## src/rtl/lfu_ct_pkg.sv

```systemverilog
// shared types and constants of the lfu cache table
package lfu_ct_pkg;

    localparam int CAP_DEFAULT        = 16;
    localparam int COUNT_BITS_DEFAULT = 16;
    localparam int CAPACITY_W         = 5;
    localparam logic [CAPACITY_W-1:0] CAPACITY_RESET = 5'd16;
    localparam int KEY_W = 32;
    localparam int VAL_W = 32;

    localparam logic OP_GET = 1'b0;
    localparam logic OP_PUT = 1'b1;

    typedef struct packed {
        logic             hit;
        logic [VAL_W-1:0] read_value;
        logic             evicted;
        logic [KEY_W-1:0] evicted_key;
    } res_t;

endpackage

```

## src/rtl/lfu_ct_store.sv

```systemverilog
// entry memory with one write port and a registered read port
module lfu_ct_store #(
    parameter int DEPTH  = lfu_ct_pkg::CAP_DEFAULT,
    parameter int DATA_W = 64,
    parameter int ADDR_W = 4
) (
    input  logic              aclk,
    input  logic              rd_en,
    input  logic [ADDR_W-1:0] rd_addr,
    output logic [DATA_W-1:0] rd_data,
    input  logic              wr_en,
    input  logic [ADDR_W-1:0] wr_addr,
    input  logic [DATA_W-1:0] wr_data
);

    logic [DATA_W-1:0] mem [DEPTH];
    logic [DATA_W-1:0] rd_data_reg;

    always_ff @(posedge aclk) begin
        if (wr_en) begin
            mem[wr_addr] <= wr_data;
        end
        if (rd_en) begin
            rd_data_reg <= mem[rd_addr];
        end
    end

    assign rd_data = rd_data_reg;

endmodule

```

## src/rtl/lfu_ct_ctrl.sv

```systemverilog
// sequencer: match/victim scan and count/rank update pass over the entry memory
module lfu_ct_ctrl #(
    parameter int CAP        = lfu_ct_pkg::CAP_DEFAULT,
    parameter int COUNT_BITS = lfu_ct_pkg::COUNT_BITS_DEFAULT
) (
    input  logic                                aclk,
    input  logic                                aresetn,
    input  logic [lfu_ct_pkg::CAPACITY_W-1:0]   capacity,
    input  logic                                in_valid,
    output logic                                in_ready,
    input  logic                                in_op,
    input  logic [lfu_ct_pkg::KEY_W-1:0]        in_key,
    input  logic [lfu_ct_pkg::VAL_W-1:0]        in_value,
    output logic                                res_valid,
    input  logic                                res_ready,
    output lfu_ct_pkg::res_t                    res
);

    localparam int IDX_W  = (CAP > 1) ? $clog2(CAP) : 1;
    localparam int CNT_W  = $clog2(CAP + 1);
    localparam int RANK_W = IDX_W;
    localparam int CMP_W  = (CNT_W > lfu_ct_pkg::CAPACITY_W) ? CNT_W : lfu_ct_pkg::CAPACITY_W;
    localparam int KW     = lfu_ct_pkg::KEY_W;
    localparam int VW     = lfu_ct_pkg::VAL_W;
    localparam int ENT_W  = KW + VW + COUNT_BITS + RANK_W;

    typedef struct packed {
        logic [KW-1:0]         key;
        logic [VW-1:0]         value;
        logic [COUNT_BITS-1:0] count;
        logic [RANK_W-1:0]     rank;
    } entry_t;

    typedef enum logic [4:0] {
        S_IDLE   = 5'b00001,
        S_SCAN   = 5'b00010,
        S_DECIDE = 5'b00100,
        S_UPD    = 5'b01000,
        S_DONE   = 5'b10000
    } state_t;

    state_t state_reg, state_next;
    logic            op_reg, op_next;
    logic [KW-1:0]   key_reg, key_next;
    logic [VW-1:0]   val_reg, val_next;
    logic [CNT_W-1:0] idx_reg, idx_next;
    logic            pend_reg, pend_next;
    logic [IDX_W-1:0] pidx_reg, pidx_next;
    logic            found_reg, found_next;
    logic [IDX_W-1:0] slot_reg, slot_next;
    logic [RANK_W-1:0] mrank_reg, mrank_next;
    logic [VW-1:0]   mval_reg, mval_next;
    logic            have_reg, have_next;
    logic [IDX_W-1:0] vic_reg, vic_next;
    logic [COUNT_BITS-1:0] vcnt_reg, vcnt_next;
    logic [RANK_W-1:0] vrank_reg, vrank_next;
    logic [KW-1:0]   vkey_reg, vkey_next;
    logic            ffound_reg, ffound_next;
    logic [IDX_W-1:0] free_reg, free_next;
    logic            ins_reg, ins_next;
    logic            evict_reg, evict_next;
    logic [IDX_W-1:0] tslot_reg, tslot_next;
    logic [CAP-1:0]  valid_reg, valid_next;
    logic [CNT_W-1:0] occ_reg, occ_next;
    lfu_ct_pkg::res_t res_reg, res_next;

    logic              rd_en;
    logic [IDX_W-1:0]  rd_addr;
    logic [ENT_W-1:0]  rd_data;
    logic              wr_en;
    logic [IDX_W-1:0]  wr_addr;
    entry_t            wr_ent;
    entry_t            rd_ent;
    logic [CMP_W-1:0]  cap_ext, cap_lim, cap_eff, occ_ext;
    logic              ev;
    logic [IDX_W-1:0]  ins_slot;
    logic              ins;

    lfu_ct_store #(
        .DEPTH  (CAP),
        .DATA_W (ENT_W),
        .ADDR_W (IDX_W)
    ) u_store (
        .aclk    (aclk),
        .rd_en   (rd_en),
        .rd_addr (rd_addr),
        .rd_data (rd_data),
        .wr_en   (wr_en),
        .wr_addr (wr_addr),
        .wr_data (wr_ent)
    );

    assign rd_ent  = entry_t'(rd_data);
    assign cap_ext = CMP_W'(capacity);
    assign cap_lim = CMP_W'(CAP);
    assign cap_eff = (cap_ext > cap_lim) ? cap_lim : cap_ext;
    assign occ_ext = CMP_W'(occ_reg);
    assign ev       = (occ_ext >= cap_eff) && (occ_reg != '0) && have_reg;
    assign ins_slot = ev ? ((ffound_reg && (free_reg < vic_reg)) ? free_reg : vic_reg)
                         : free_reg;
    assign ins      = ev || ffound_reg;

    assign in_ready  = (state_reg == S_IDLE);
    assign res_valid = (state_reg == S_DONE);
    assign res       = res_reg;
    assign rd_addr   = idx_reg[IDX_W-1:0];

    always_comb begin
        state_next  = state_reg;
        op_next     = op_reg;
        key_next    = key_reg;
        val_next    = val_reg;
        idx_next    = idx_reg;
        pend_next   = 1'b0;
        pidx_next   = pidx_reg;
        found_next  = found_reg;
        slot_next   = slot_reg;
        mrank_next  = mrank_reg;
        mval_next   = mval_reg;
        have_next   = have_reg;
        vic_next    = vic_reg;
        vcnt_next   = vcnt_reg;
        vrank_next  = vrank_reg;
        vkey_next   = vkey_reg;
        ffound_next = ffound_reg;
        free_next   = free_reg;
        ins_next    = ins_reg;
        evict_next  = evict_reg;
        tslot_next  = tslot_reg;
        valid_next  = valid_reg;
        occ_next    = occ_reg;
        res_next    = res_reg;
        rd_en       = 1'b0;
        wr_en       = 1'b0;
        wr_addr     = pidx_reg;
        wr_ent      = rd_ent;

        unique case (state_reg)
            S_IDLE: begin
                if (in_valid) begin
                    op_next     = in_op;
                    key_next    = in_key;
                    val_next    = in_value;
                    idx_next    = '0;
                    found_next  = 1'b0;
                    have_next   = 1'b0;
                    ffound_next = 1'b0;
                    state_next  = S_SCAN;
                end
            end
            S_SCAN: begin
                if (idx_reg != CNT_W'(CAP)) begin
                    rd_en     = 1'b1;
                    pend_next = 1'b1;
                    pidx_next = idx_reg[IDX_W-1:0];
                    idx_next  = idx_reg + 1'b1;
                end else if (!pend_reg) begin
                    state_next = S_DECIDE;
                end
                if (pend_reg) begin
                    if (valid_reg[pidx_reg] && (rd_ent.key == key_reg) && !found_reg) begin
                        found_next = 1'b1;
                        slot_next  = pidx_reg;
                        mrank_next = rd_ent.rank;
                        mval_next  = rd_ent.value;
                    end
                    if (!valid_reg[pidx_reg] && !ffound_reg) begin
                        ffound_next = 1'b1;
                        free_next   = pidx_reg;
                    end
                    if (valid_reg[pidx_reg] && (!have_reg || (rd_ent.count < vcnt_reg) ||
                        ((rd_ent.count == vcnt_reg) && (rd_ent.rank > vrank_reg)))) begin
                        have_next  = 1'b1;
                        vic_next   = pidx_reg;
                        vcnt_next  = rd_ent.count;
                        vrank_next = rd_ent.rank;
                        vkey_next  = rd_ent.key;
                    end
                end
            end
            S_DECIDE: begin
                res_next   = '{hit: 1'b0, read_value: '1, evicted: 1'b0, evicted_key: '0};
                idx_next   = '0;
                ins_next   = 1'b0;
                evict_next = 1'b0;
                tslot_next = slot_reg;
                state_next = S_DONE;
                if (op_reg == lfu_ct_pkg::OP_GET) begin
                    if (found_reg) begin
                        res_next.hit        = 1'b1;
                        res_next.read_value = mval_reg;
                        state_next          = S_UPD;
                    end
                end else if (cap_eff != '0) begin
                    if (found_reg) begin
                        res_next.hit = 1'b1;
                        state_next   = S_UPD;
                    end else begin
                        evict_next = ev;
                        ins_next   = 1'b1;
                        tslot_next = ins_slot;
                        if (ev) begin
                            res_next.evicted     = 1'b1;
                            res_next.evicted_key = vkey_reg;
                            valid_next[vic_reg]  = 1'b0;
                        end
                        if (ins) begin
                            valid_next[ins_slot] = 1'b1;
                            state_next           = S_UPD;
                        end
                        if (ev && !ins) begin
                            occ_next = occ_reg - 1'b1;
                        end else if (!ev && ins) begin
                            occ_next = occ_reg + 1'b1;
                        end
                    end
                end
            end
            S_UPD: begin
                if (idx_reg != CNT_W'(CAP)) begin
                    rd_en     = 1'b1;
                    pend_next = 1'b1;
                    pidx_next = idx_reg[IDX_W-1:0];
                    idx_next  = idx_reg + 1'b1;
                end else if (!pend_reg) begin
                    state_next = S_DONE;
                end
                if (pend_reg) begin
                    if (pidx_reg == tslot_reg) begin
                        wr_en       = 1'b1;
                        wr_ent.rank = '0;
                        if (ins_reg) begin
                            wr_ent.key   = key_reg;
                            wr_ent.value = val_reg;
                            wr_ent.count = COUNT_BITS'(1);
                        end else begin
                            if (op_reg == lfu_ct_pkg::OP_PUT) begin
                                wr_ent.value = val_reg;
                            end
                            if (rd_ent.count != '1) begin
                                wr_ent.count = rd_ent.count + 1'b1;
                            end
                        end
                    end else if (valid_reg[pidx_reg]) begin
                        wr_en = 1'b1;
                        if (ins_reg) begin
                            if (!(evict_reg && (rd_ent.rank > vrank_reg))) begin
                                wr_ent.rank = rd_ent.rank + 1'b1;
                            end
                        end else if (rd_ent.rank < mrank_reg) begin
                            wr_ent.rank = rd_ent.rank + 1'b1;
                        end
                    end
                end
            end
            S_DONE: begin
                if (res_ready) begin
                    state_next = S_IDLE;
                end
            end
            default: begin
                state_next = S_IDLE;
            end
        endcase
    end

    always_ff @(posedge aclk) begin
        if (!aresetn) begin
            state_reg <= S_IDLE;
            pend_reg  <= 1'b0;
            valid_reg <= '0;
            occ_reg   <= '0;
        end else begin
            state_reg <= state_next;
            pend_reg  <= pend_next;
            valid_reg <= valid_next;
            occ_reg   <= occ_next;
        end
    end

    always_ff @(posedge aclk) begin
        op_reg     <= op_next;
        key_reg    <= key_next;
        val_reg    <= val_next;
        idx_reg    <= idx_next;
        pidx_reg   <= pidx_next;
        found_reg  <= found_next;
        slot_reg   <= slot_next;
        mrank_reg  <= mrank_next;
        mval_reg   <= mval_next;
        have_reg   <= have_next;
        vic_reg    <= vic_next;
        vcnt_reg   <= vcnt_next;
        vrank_reg  <= vrank_next;
        vkey_reg   <= vkey_next;
        ffound_reg <= ffound_next;
        free_reg   <= free_next;
        ins_reg    <= ins_next;
        evict_reg  <= evict_next;
        tslot_reg  <= tslot_next;
        res_reg    <= res_next;
    end

endmodule

```

## src/rtl/lfu_cache_table.sv

```systemverilog
// lfu cache table top level: capacity register, sequencer and output register
//
// Fully associative key/value store with least-frequently-used replacement,
// ties broken toward the least recently used entry.
// Input stream: s_tuser carries the operation (0 get, 1 put), s_tdata the key
// and value. Result stream: m_tuser carries hit and evicted, m_tdata the read
// value (-1 on a miss or a put) and the evicted key (0 when nothing left).
// The capacity register is written through cfg_valid/cfg_ready/cfg_data; the
// user must write it only while the block is idle, which the block does not
// enforce, and writes are always taken. Each transaction scans all CAP entries
// through the registered memory port, decides, then rewrites use counts and
// recency ranks in a second pass over all entries. s_tready returns in the same
// cycle that the result reaches m_tvalid, so a new item is taken only once the
// previous result has moved to the output register. A get miss or an ignored
// put skips the second pass.
// A stalled receiver holds the next result in the sequencer and keeps s_tready
// low until the output register frees up.
// Reset clears all entries and sets capacity to 16; no clearing pass is needed.
module lfu_cache_table #(
    parameter int CAP        = lfu_ct_pkg::CAP_DEFAULT,
    parameter int COUNT_BITS = lfu_ct_pkg::COUNT_BITS_DEFAULT
) (
    input  logic        aclk,
    input  logic        aresetn,
    input  logic        cfg_valid,
    output logic        cfg_ready,
    input  logic [4:0]  cfg_data,    // capacity
    input  logic        s_tvalid,
    output logic        s_tready,
    input  logic [63:0] s_tdata,     // key [31:0], value [63:32]
    input  logic [0:0]  s_tuser,     // operation
    output logic        m_tvalid,
    input  logic        m_tready,
    output logic [63:0] m_tdata,     // read_value [31:0], evicted_key [63:32]
    output logic [1:0]  m_tuser      // hit [0], evicted [1]
);

    logic [lfu_ct_pkg::CAPACITY_W-1:0] capacity_reg;
    logic                              m_tvalid_reg;
    lfu_ct_pkg::res_t                  out_reg;
    lfu_ct_pkg::res_t                  res;
    logic                              res_valid;
    logic                              res_ready;

    assign cfg_ready = 1'b1;
    assign res_ready = !m_tvalid_reg || m_tready;

    always_ff @(posedge aclk) begin
        if (!aresetn) begin
            capacity_reg <= lfu_ct_pkg::CAPACITY_RESET;
            m_tvalid_reg <= 1'b0;
        end else begin
            if (cfg_valid) begin
                capacity_reg <= cfg_data;
            end
            if (res_ready) begin
                m_tvalid_reg <= res_valid;
            end
        end
    end

    always_ff @(posedge aclk) begin
        if (res_ready && res_valid) begin
            out_reg <= res;
        end
    end

    lfu_ct_ctrl #(
        .CAP        (CAP),
        .COUNT_BITS (COUNT_BITS)
    ) u_ctrl (
        .aclk      (aclk),
        .aresetn   (aresetn),
        .capacity  (capacity_reg),
        .in_valid  (s_tvalid),
        .in_ready  (s_tready),
        .in_op     (s_tuser[0]),
        .in_key    (s_tdata[31:0]),
        .in_value  (s_tdata[63:32]),
        .res_valid (res_valid),
        .res_ready (res_ready),
        .res       (res)
    );

    assign m_tvalid = m_tvalid_reg;
    assign m_tdata  = {out_reg.evicted_key, out_reg.read_value};
    assign m_tuser  = {out_reg.evicted, out_reg.hit};

endmodule

```

## config.mk

```make
export PLATFORM = sky130hd
export DESIGN_NAME = lfu_cache_table
export DESIGN_NICKNAME = d
export VERILOG_FILES = /design/src/rtl/lfu_ct_pkg.sv /design/src/rtl/lfu_ct_store.sv /design/src/rtl/lfu_ct_ctrl.sv /design/src/rtl/lfu_cache_table.sv
export SDC_FILE = /design/constraint.sdc
export NUM_CORES = 2
export LEC_CHECK = 0
export BUFFER_PORTS_ARGS = -buffer_cell sky130_fd_sc_hd__buf_2
export CAP_MARGIN = 20
export CORE_ASPECT_RATIO = 1.25
export CORE_MARGIN = 2
export CORE_UTILIZATION = 29
export DETAILED_ROUTE_END_ITERATION = 7
export PLACE_DENSITY = 0.41
export SYNTH_ARGS = -nofsm -noshare
export SYNTH_HDL_FRONTEND = slang
export SYNTH_HIERARCHICAL = 1
export SYNTH_SLANG_ARGS = --single-unit
```

## constraint.sdc

```tcl
create_clock -name aclk -period 15.3 [get_ports aclk]
set_input_delay 3.06 -clock aclk [delete_from_list [all_inputs] [get_ports aclk]]
set_output_delay 3.06 -clock aclk [all_outputs]
set_load 0.05 [all_outputs]
```

==> results.md <==
Final layout:
- The number of fillers in the final layout is 22000.
- The share of layout cells above drive strength 1 is 25.8%.
- The final-stage net count is 3587.
- The number of flip-flops under the largest register name is between 1000 and 1500.
- The area growth from synthesis to final layout is 16.3%.

Routing:
- The average detailed-routed wire length per instance is 26.8 um.
- Using the TritonRoute via totals, the vias-per-cell ratio works out to 4.72.
- The number of nets still failing antenna checks after routing is 0.
- The initial DRC count is 2627.
- The routed design has 180000 um of wire.
- For this run, design rule violations remaining after detail routing come to 0.
- The number of vias in the routed layout is roughly 32000.
- Before antenna repair, the detailed router went through 6 iterations.

Global route:
- The remaining global-route overflow is 0.
- The pin count of the biggest net entering global routing is 106.
- The first-pass GRT wire length is 257000 um.
- In the global route stage, overall resource usage came out at 15.1%.
- The initial antenna violation count is 18.
- The number of global-route vias before repair is around 34000.

Setup path:
- The depth of the most critical reg-to-reg path is 8.
- The worst setup slack for register-to-register paths is 10.28 ns.
- The worst setup path is launched from a flip-flop.
- Data on the critical path is required at its endpoint by between 10 and 15 ns.
- The kind of critical path is reg -> out.
- The worst setup path is captured at a primary output.
- Data on the critical path arrives at its endpoint at between 2 and 2.5 ns.
- The launch instance of the worst register-to-register path is u_ctrl/pidx_reg[0]$_DFFE_PP_.
- Of all nets on the critical path, the largest fanout is 8.
- The endpoint of the most critical register-to-register path is u_ctrl/u_store/mem[6][53]$_DFFE_PP_.

Pwr:
- The internal power is 8.56 mW.
- In this run, the clock network consumes 42.5% of the power.
- The maximum VDD drop is 89.3 uV.
- Summed over all nets, the switching power comes to 2.54 mW.
- The power density of the placed cells is 141 nW/um2.
- Sequential cells burn 48.9% of the power.
- In this run switching power makes up ~23% of total power.
- The share of total power in combinational logic is roughly 8.6%.
- The analysis attributes to cell leakage a power of 24.8 nW.
- Power comes to 11.1 mW.

Synth:
- For this run, the number of Yosys warnings is 6.
- In the synthesized netlist the async set-or-reset flop fraction comes to 0%.
- In this run, synthesis produced a sequential element count of 1775.
- The average instance in the mapped netlist occupies 21.1 um2.
- Synthesis produced between 3000 and 4000 cells.
- Sequential elements use 78.3% of the synthesized area.
- The primary flip-flop cell chosen by synthesis mapping is edfxtp_1.
- The number of synthesized flops with an enable pin is 1742.
- The total nets after synthesis is 3323.
- The mapped netlist covers 67700 um2.
- The number of unique standard cell types used by synthesis is 81.

Clock tree:
- TritonCTS created 193 clock buffers.
- The TritonCTS clock tree is done.
- The number of instances resized during post-cts repair is 0.
- The setup fix buffers added after clock tree synthesis is 0.
- The maximum level of the CTS H-tree is 4.
- The root cell of the clock tree is clkbuf_16.
- The later pin in the worst-skew pair is clocked with a latency of 0.85 ns.
- The TritonCTS sink count is 1775.
- The clock-pin slew on the worst setup and hold paths is approximately 0.060 ns.
- The buffer depth of the longest clock path is 4.
- The hold-fix buffer count after cts is 0.

Floorplan:
- The floorplan has 198 rows.
- 144 I/O pins were placed.
- The die is about 540 um tall.
- In this run the standard cell core region covers 232000 um2.
- The initial cell density of the core is between 20 and 30%.
- The floorplan step set the die width to approximately 440 um.
- The die covers around 240000 um2.

Job:
- The total of max-cap violations is 0.

Worst hold path:
- The type of the tightest min-delay check is reg -> reg.
- The cell depth of the worst hold path is 0.
- The source of the worst hold timing path is u_ctrl/res[3]$_SDFFCE_PP0N_.
- The endpoint of the worst hold-timing path is m_tdata[35]$_DFFE_PP_.

Timing:
- Summed over all failing endpoints, the final setup total negative slack is 0 ns.
- The tightest slew margin relative to the limit is 28.5%.
- Timing would allow up to roughly 180 MHz.
- The number of pins with negative max-slew slack in the final report came to 0.
- Setup repair after global routing left no endpoint under its margin.
- At the pin with the least slew margin, the transition time is 1.07 ns.
- Across all hold checks on the routed design, the worst slack comes to 0.401 ns.
- The post-route clock period utilization is 35.8%.
- The minimum clock period is 5.47 ns.
- The final-report setup violation count is 0.
- The number of hold violations in the final report is 0.
- Across the routed clock network, the largest skew measured is 0.0686 ns.

Place:
- The total of buffers placed on input and output ports is 142.
- The weighted congestion at the end of routability-driven global placement is approximately 0.7.
- The final HPWL from detailed placement is 97100 um.

Status:
- The run finished with clean final reports.
==> worst max path at each step <==
stage / from / endpoint / slack [ns] / cells after the start
CTS: u_ctrl/state_reg[3]$_SDFFE_PN0P_ / s_tready / 9.80 / 3
detailed placement: s_tvalid / u_ctrl/key_reg[6]$_DFFE_PP_ / 10.18 / 4
finish: u_ctrl/state_reg[3]$_SDFFE_PN0P_ / s_tready / 9.83 / 3
global route: u_ctrl/state_reg[3]$_SDFFE_PN0P_ / s_tready / 9.75 / 3
global placement: s_tvalid / u_ctrl/key_reg[26]$_DFFE_PP_ / 10.15 / 4
floorplan: u_ctrl/pidx_reg[0]$_DFFE_PP_ / u_ctrl/u_store/mem[0][0]$_DFFE_PP_ / 6.92 / 7
==> worst max-delay path, stage by stage, from the launching register on <==
cell     delay (ns)
dfxtp_1        0.38
or3_1          0.41
nor3b_2        0.44
buf_2          0.35
==> cells in the mapped netlist, types with 7 or more instances <==
library cell | count | area [um2]
a22oi_2 | 40 | 500
a31o_1 | 8 | 70.1
and3_1 | 10 | 62.6
ha_1 | 37 | 463
buf_2 | 52 | 260
dfxtp_1 | 33 | 661
nand3_1 | 20 | 100
a21oi_1 | 24 | 120
a31oi_1 | 9 | 56.3
mux2i_1 | 11 | 110
o21ai_1 | 8 | 40.0
nor3_1 | 17 | 85.1
a22oi_1 | 130 | 976
buf_1 | 8 | 30.0
nor2b_1 | 19 | 119
clkbuf_1 | 66 | 248
nand2_1 | 236 | 886
a21o_1 | 14 | 105
nand2b_1 | 37 | 231
nor2_1 | 50 | 188
mux2_1 | 35 | 394
nand4_1 | 11 | 68.8
nor4_1 | 9 | 56.3
o21ai_0 | 9 | 45.0
mux4_2 | 341 | 7680
inv_1 | 40 | 150
xor2_1 | 36 | 315
and2_1 | 45 | 282
buf_4 | 7 | 52.6
edfxtp_1 | 1742 | 52300
xnor2_1 | 15 | 131
buf_6 | 12 | 135
==> cells in the final DEF (no fill, tap or decap), drive strengths merged, types with 15 or more instances in the layout <==
master / n
xor2: 36
nand3: 21
edfxtp: 1742
dfxtp: 33
nand2: 238
ha: 37
mux2: 35
xnor2: 15
nand2b: 38
buf: 215
nor2b: 19
a22oi: 170
nor2: 52
nor3: 20
a21oi: 24
bufinv: 26
o21ai: 20
clkinv: 76
mux4: 341
inv: 48
clkbuf: 226
and2: 45
==> layer usage <==
| layer | global-route usage (%) | vias to the layer above | wire [um] |
|---|---|---|---|
| li1 | - | 13700 | - |
| met1 | 19.8 | 17100 | 78500 |
| met4 | 3.64 | 2 | 3720 |
| met3 | 2.20 | 239 | 7510 |
| met2 | 26.2 | 685 | 90700 |
| met5 | 0 | - | 9 |
==> through the flow <==
stage | worst slack [ns] | std cells | area (um2) | utilization [%]
final | 9.83 | 6730 | 78700 | 33.9
after global routing | 9.75 | 6729 | 78700 | 33.9
after CTS | 9.80 | 6723 | 78700 | 33.9
after detailed placement | 10.18 | 6376 | 72300 | 31.1
after global placement | 10.15 | 6374 | 72300 | 31.1
after floorplan | 6.92 | 3211 | 67700 | -
==> final cells by class <==
type / count / area, um2 / share of cell area (%)
Antenna cell: 3 / 7.51 / 0.00954
Clock buffer: 226 / 5010 / 6.36
Clock inverter: 121 / 1330 / 1.68
Inverter: 40 / 155 / 0.197
Multi-Input combinational cell: 1250 / 14000 / 17.8
Sequential cell: 1775 / 53000 / 67.3
Tap cell: 3100 / 3880 / 4.93
Timing Repair Buffer: 215 / 1350 / 1.71
==> power groups by stage <==
stage                     combinational (mW)  clock (mW)  sequential (mW)
final                                  0.950        4.72             5.43
after global routing                    1.03        5.04             5.44
after CTS                              0.986        4.87             5.44
after detailed placement               0.985           0             5.54
after global placement                 0.985           0             5.54
after floorplan                        0.674           0             5.51
==> cells by family after synthesis <==
kind of cell | synth area share, %
multiplexers | 12.1
flip-flops | 78.3
XOR/XNOR | 0.660
buffers and inverters | 1.30
other | 0.00554
AO/OA/AOI/OAI | 3.40
AND/OR/NAND/NOR | 3.60
adder cells (fa/ha/maj) | 0.684
Note: power is estimated with default switching activity, not from simulation.
